[src/design/vndr_ram.sv]
// ----------------------------------------------------------------------------
// vndr_ram
// Generic single write port, single read port RAM with registered read.
// ----------------------------------------------------------------------------
module vndr_ram #(
    parameter int WIDTH = 8,
    parameter int DEPTH = 16
) (
    input  logic                     clk,
    input  logic                     we,
    input  logic [$clog2(DEPTH)-1:0] waddr,
    input  logic [WIDTH-1:0]         wdata,
    input  logic [$clog2(DEPTH)-1:0] raddr,
    output logic [WIDTH-1:0]         rdata
);

    logic [WIDTH-1:0] mem [DEPTH];

    // write port and registered read port
    always_ff @(posedge clk)
    begin
        if (we)
        begin
            mem[waddr] <= wdata;
        end
        rdata <= mem[raddr];
    end

endmodule
[config.mk]
export PLATFORM = sky130hd
export DESIGN_NAME = vndr_ram
export DESIGN_NICKNAME = d
export VERILOG_FILES = /design/src/design/vndr_ram.sv
export SDC_FILE = /design/constraint.sdc
export NUM_CORES = 1
export LEC_CHECK = 0
export BUFFER_PORTS_ARGS = -buffer_cell sky130_fd_sc_hd__buf_4
export CAP_MARGIN = 20
export CORE_UTILIZATION = 60
export CTS_BUF_LIST = sky130_fd_sc_hd__clkbuf_8
export DETAILED_ROUTE_END_ITERATION = 8
export PLACE_DENSITY = 0.78
export SYNTH_ARGS = -nofsm -noshare
export SYNTH_HDL_FRONTEND = slang
export SYNTH_SLANG_ARGS = --single-unit
[constraint.sdc]
create_clock -name clk -period 5.9 [get_ports clk]
set_input_delay 1.18 -clock clk [delete_from_list [all_inputs] [get_ports clk]]
set_output_delay 1.18 -clock clk [all_outputs]
set_load 0.02 [all_outputs]
# --- Yosys cells after proc, flatten, opt, wreduce, memory -nomap -nowiden ---
# Memories as Yosys holds them, arrays and structs flattened. A register that Yosys moved wholly into a read port is not among the register bits.
# Cells that the tools add are included.
op_classes:
  addsub: 0
  n_mul: 0
  eq_ne: 0
  n_div: 0
  magnitude_cmp: 0
  muxes: 2
  bitwise: 0
  shifts: 0
  n_reduce_logical: 0
ops:
  columns: ["operator", "n"]
  rows:
  - ["$mux 1", 2]
totals:
  inputBits: 18
  out_inout_bits: 8
  latch_bits: 0
  rom_bits: 0
  register_bits: 0
  mem_bits_rw: 128
  n_memories: 1
  wordCells: 3
mem_list:
  columns: ["name", "depth", "width", "rd", "rd_ports_with_merged_regs", "write_ports", "line_no", "rtl"]
  rows:
  - ["mem", 16, 8, 1, 1, 1, "17", "logic [WIDTH-1:0] mem [DEPTH];"]

# --- Longest topological paths before layout ---
logic_depth:
  ltp_word: 2
  mapped_depth: 5
  ltp_nobuf: 3

# --- Worst setup path before layout ---
# OpenSTA, ideal clock, no wires.
synth_timing:
  kind: "input to register"
  startpoint: "in waddr[2]"
  endpoint: "mem mem[0][0] (enable)"
  setup_slack_ns: 3.227
  path_buffers: 0
  stages: 2
  t_required_ns: 5.517
  t_arrival_ns: 2.290
  setup_ns: 0.383
  path_cell_list: "or3b_2 > nor3_1"
synth_lines:
  columns: ["item", "line_no", "rtl"]
  rows:
  - ["from (decl)", "11", "input logic [$clog2(DEPTH)-1:0] waddr,"]
  - ["to (decl)", "17", null]
# Straight into the memory's write port.

# --- Final worst setup path ---
layout_timing:
  startpoint: "in waddr[2]"
  endpoint: "mem mem[0][1] (enable)"
# Straight into the memory's write port.

==> impl_results.md <==
* Finished Cell Area at 5820 um2
* Clock root buffer: clkbuf_8
* Critical path type: in -> reg
* CP startpoint: waddr[2]
* Leakage power total at between 0.0015 and 0.002 uW
* DIE WIDTH at between 90 and 100 um
* Die Area at about 9000 um2
* Status: complete, no violations
* Crit path DAT at 2.60 ns
* Final setup TNS at 0 ns
* DR iter-0 viols at roughly 230
* # DRC at 0
* Final Slew Violations at 0
* Final hold violation count at 0
* Post-synthesis net count at ~250
* Largest cells by area after synthesis: edfxtp_1 (75%), mux4_2 (7.9%), mux4_1 (7.1%)
* Core ar. at approximately 8300 um2
* Crit. End Element: register
* Worst R2R Path Depth at 3
* First drt pass iteration count at 4
* Total global routing overflow at 0
* Slew headroom at around a third
* CTS buffer count at 17
* Clk_skew at about 0.013 ns
* Most frequent cells in the layout: edfxtp_1 (128), buf_4 (28), mux4_2 (18), clkbuf_8 (17), a22oi_1 (16)
* Avg Cell Area, Syn at between 20 and 25 um2
* Post-Syn Area at ~5100 um2
* RSZ-0062 raised after global routing: no
* CTS clock-pin slew for the worst setup and hold paths at about 0.070 ns
* Flop and latch count out of synthesis at 136
* GRT Total Usage at ~23%
* Startpoint types: input pin
* Starting Density at 62.3%
* Drt total wl at ~9000 um
* First-pass GRT wire length at roughly 13000 um
* Post-synthesis cell type count at 19
* Post-CTS setup buffers at 0
* # setup viols final at 0
* Layout cells sized above 1 at between 20% and 30%
* Die Y at ~95 um
* RePlAce Congestion at ~0.83
* DR vias at between 2000 and 2500
* Via/cell ratio at roughly 6.2
* CTS resizes at 0
* Crit path time final at between 2 and 3 ns
* Min-Delay Path Depth at 3
* Yosys warnings at 0
* Port Buffers at 25
* Layout Nets at between 200 and 300
* Clock sinks at ~140
* Post-DP Area at 5400 um2
* CP Max Fanout at 8
* Total of max-cap violations at 0
* Number of global-route vias before repair at 2346
* Critical R2R Launch: mem[9][5]
* Htree depth at 4
* Hold crit path type: reg -> reg
* Cell count after synthesis at ~230
* Synth-to-layout area growth at 13.0%
* Clock tree from TritonCTS: done
* Post-synthesis sequential area ratio at 77.8%
* Worst-Skew Late Latency at between 0.4 and 0.5 ns
* Pin count of the biggest net entering global routing at 33
* IO Pins at 26
* Hold_sp: mem[13][3]
* Leading area contributor after synthesis: edfxtp_1
* Fmax at around 400 MHz
* Commonest non-fill, non-tap cell in the layout: edfxtp_1
* Ant diodes at 0
* CP required at ~6 ns
* Clk buf depth at 2
* Worst VDD drop at around 0.00021 V
* DR WL/cell at approximately 23 um
* Num rows at 33
* Post-synth top area share at between 70% and 80%
* Antenna viol nets, final at 0
* P per Cell Area at between 300 and 400 nW/um2
* HPWL after detailed placement at between 5000 and 6000 um
* Slew at the pin with the worst max-slew slack at ~1 ns
* Hold Buf Count CTS at 0
* Part of the cycle the worst path needs at about 43%
* Antenna violations before repair at 0
==> stage by stage <==
| stage | power [uW] | utilization [%] | instances | hold slack, ns | worst slack, ns |
|---|---|---|---|---|---|
| 2_1_floorplan | 1170 | - | 229 | 0.629 | 3.23 |
| 3_3_place_gp | 1210 | 65.4 | 352 | 0.648 | 2.97 |
| 3_5_place_dp | 1210 | 65.4 | 352 | 0.667 | 2.91 |
| 4_1_cts | 1970 | 70.4 | 384 | 0.696 | 3.37 |
| 5_1_grt | 2020 | 70.4 | 384 | 0.717 | 3.26 |
| 6_report | 1960 | 70.4 | 384 | 0.687 | 3.35 |
==> worst max-delay path, cell delays in order <==
cell and delay, ns:
buf_4 0.12, or3b_2 0.50, nor3_1 0.80
==> synthesized netlist by cell type, drive strengths merged <==
master / instances
edfxtp: 128
or3b: 1
and2b: 1
nor2b: 1
nor2: 13
nand3: 1
nand3b: 2
a22oi: 16
and2: 1
dfxtp: 8
nand2: 9
buf: 7
nor3: 4
mux4: 32
nand2b: 2
clkdlybuf4s25: 3
==> area by class of cell <==
cell class / instances / area (um2)
flip-flops and latches: 136 / 4000
fillers: 521 / 2440
multi-input cells: 83 / 1060
clock buffers: 17 / 234
repair buffers: 28 / 210
clock inverters: 15 / 179
well taps: 105 / 131
==> report_power, final <==
| group | switching [uW] | internal, uW | leakage [uW] |
|---|---|---|---|
| Combinational | 61.3 | 45.5 | 0.000507 |
| Sequential | 5.89 | 1080 | 0.00122 |
| Clock | 348 | 418 | 0.000194 |
==> cells by family (layout without fill, tap and decap cells) <==
family / after synthesis / count (layout) / share of synthesized area (%)
AO/OA/AOI/OAI: 16 / 16 / 2.33
buffers and inverters: 10 / 60 / 1.68
flip-flops: 136 / 136 / 77.8
AND/OR/NAND/NOR: 35 / 35 / 3.18
multiplexers: 32 / 32 / 15.0
==> state kept, by name, indices dropped and copies added (netlist names) <==
signal / flops
mem: 128
rdata: 8
==> path summary, 6_finish.rpt <==
path          endpoint  slack, ns
min           rdata[3]       0.69
max          mem[0][1]       3.35
min reg2reg   rdata[3]       0.69
max reg2reg   rdata[5]       4.49
==> per-layer routing <==
metal  share of wire [%]  up-vias  global-route usage (%)  wire [um]
li1                    -     1048                       -          -
met1                  44     1205                    32.7       3930
met2                  47      113                    33.5       4260
met3                 6.9       16                    7.09        621
met4                 2.0        0                    9.72        181
met5                   0        -                       0          0
Power figures use the tool's default switching activity.
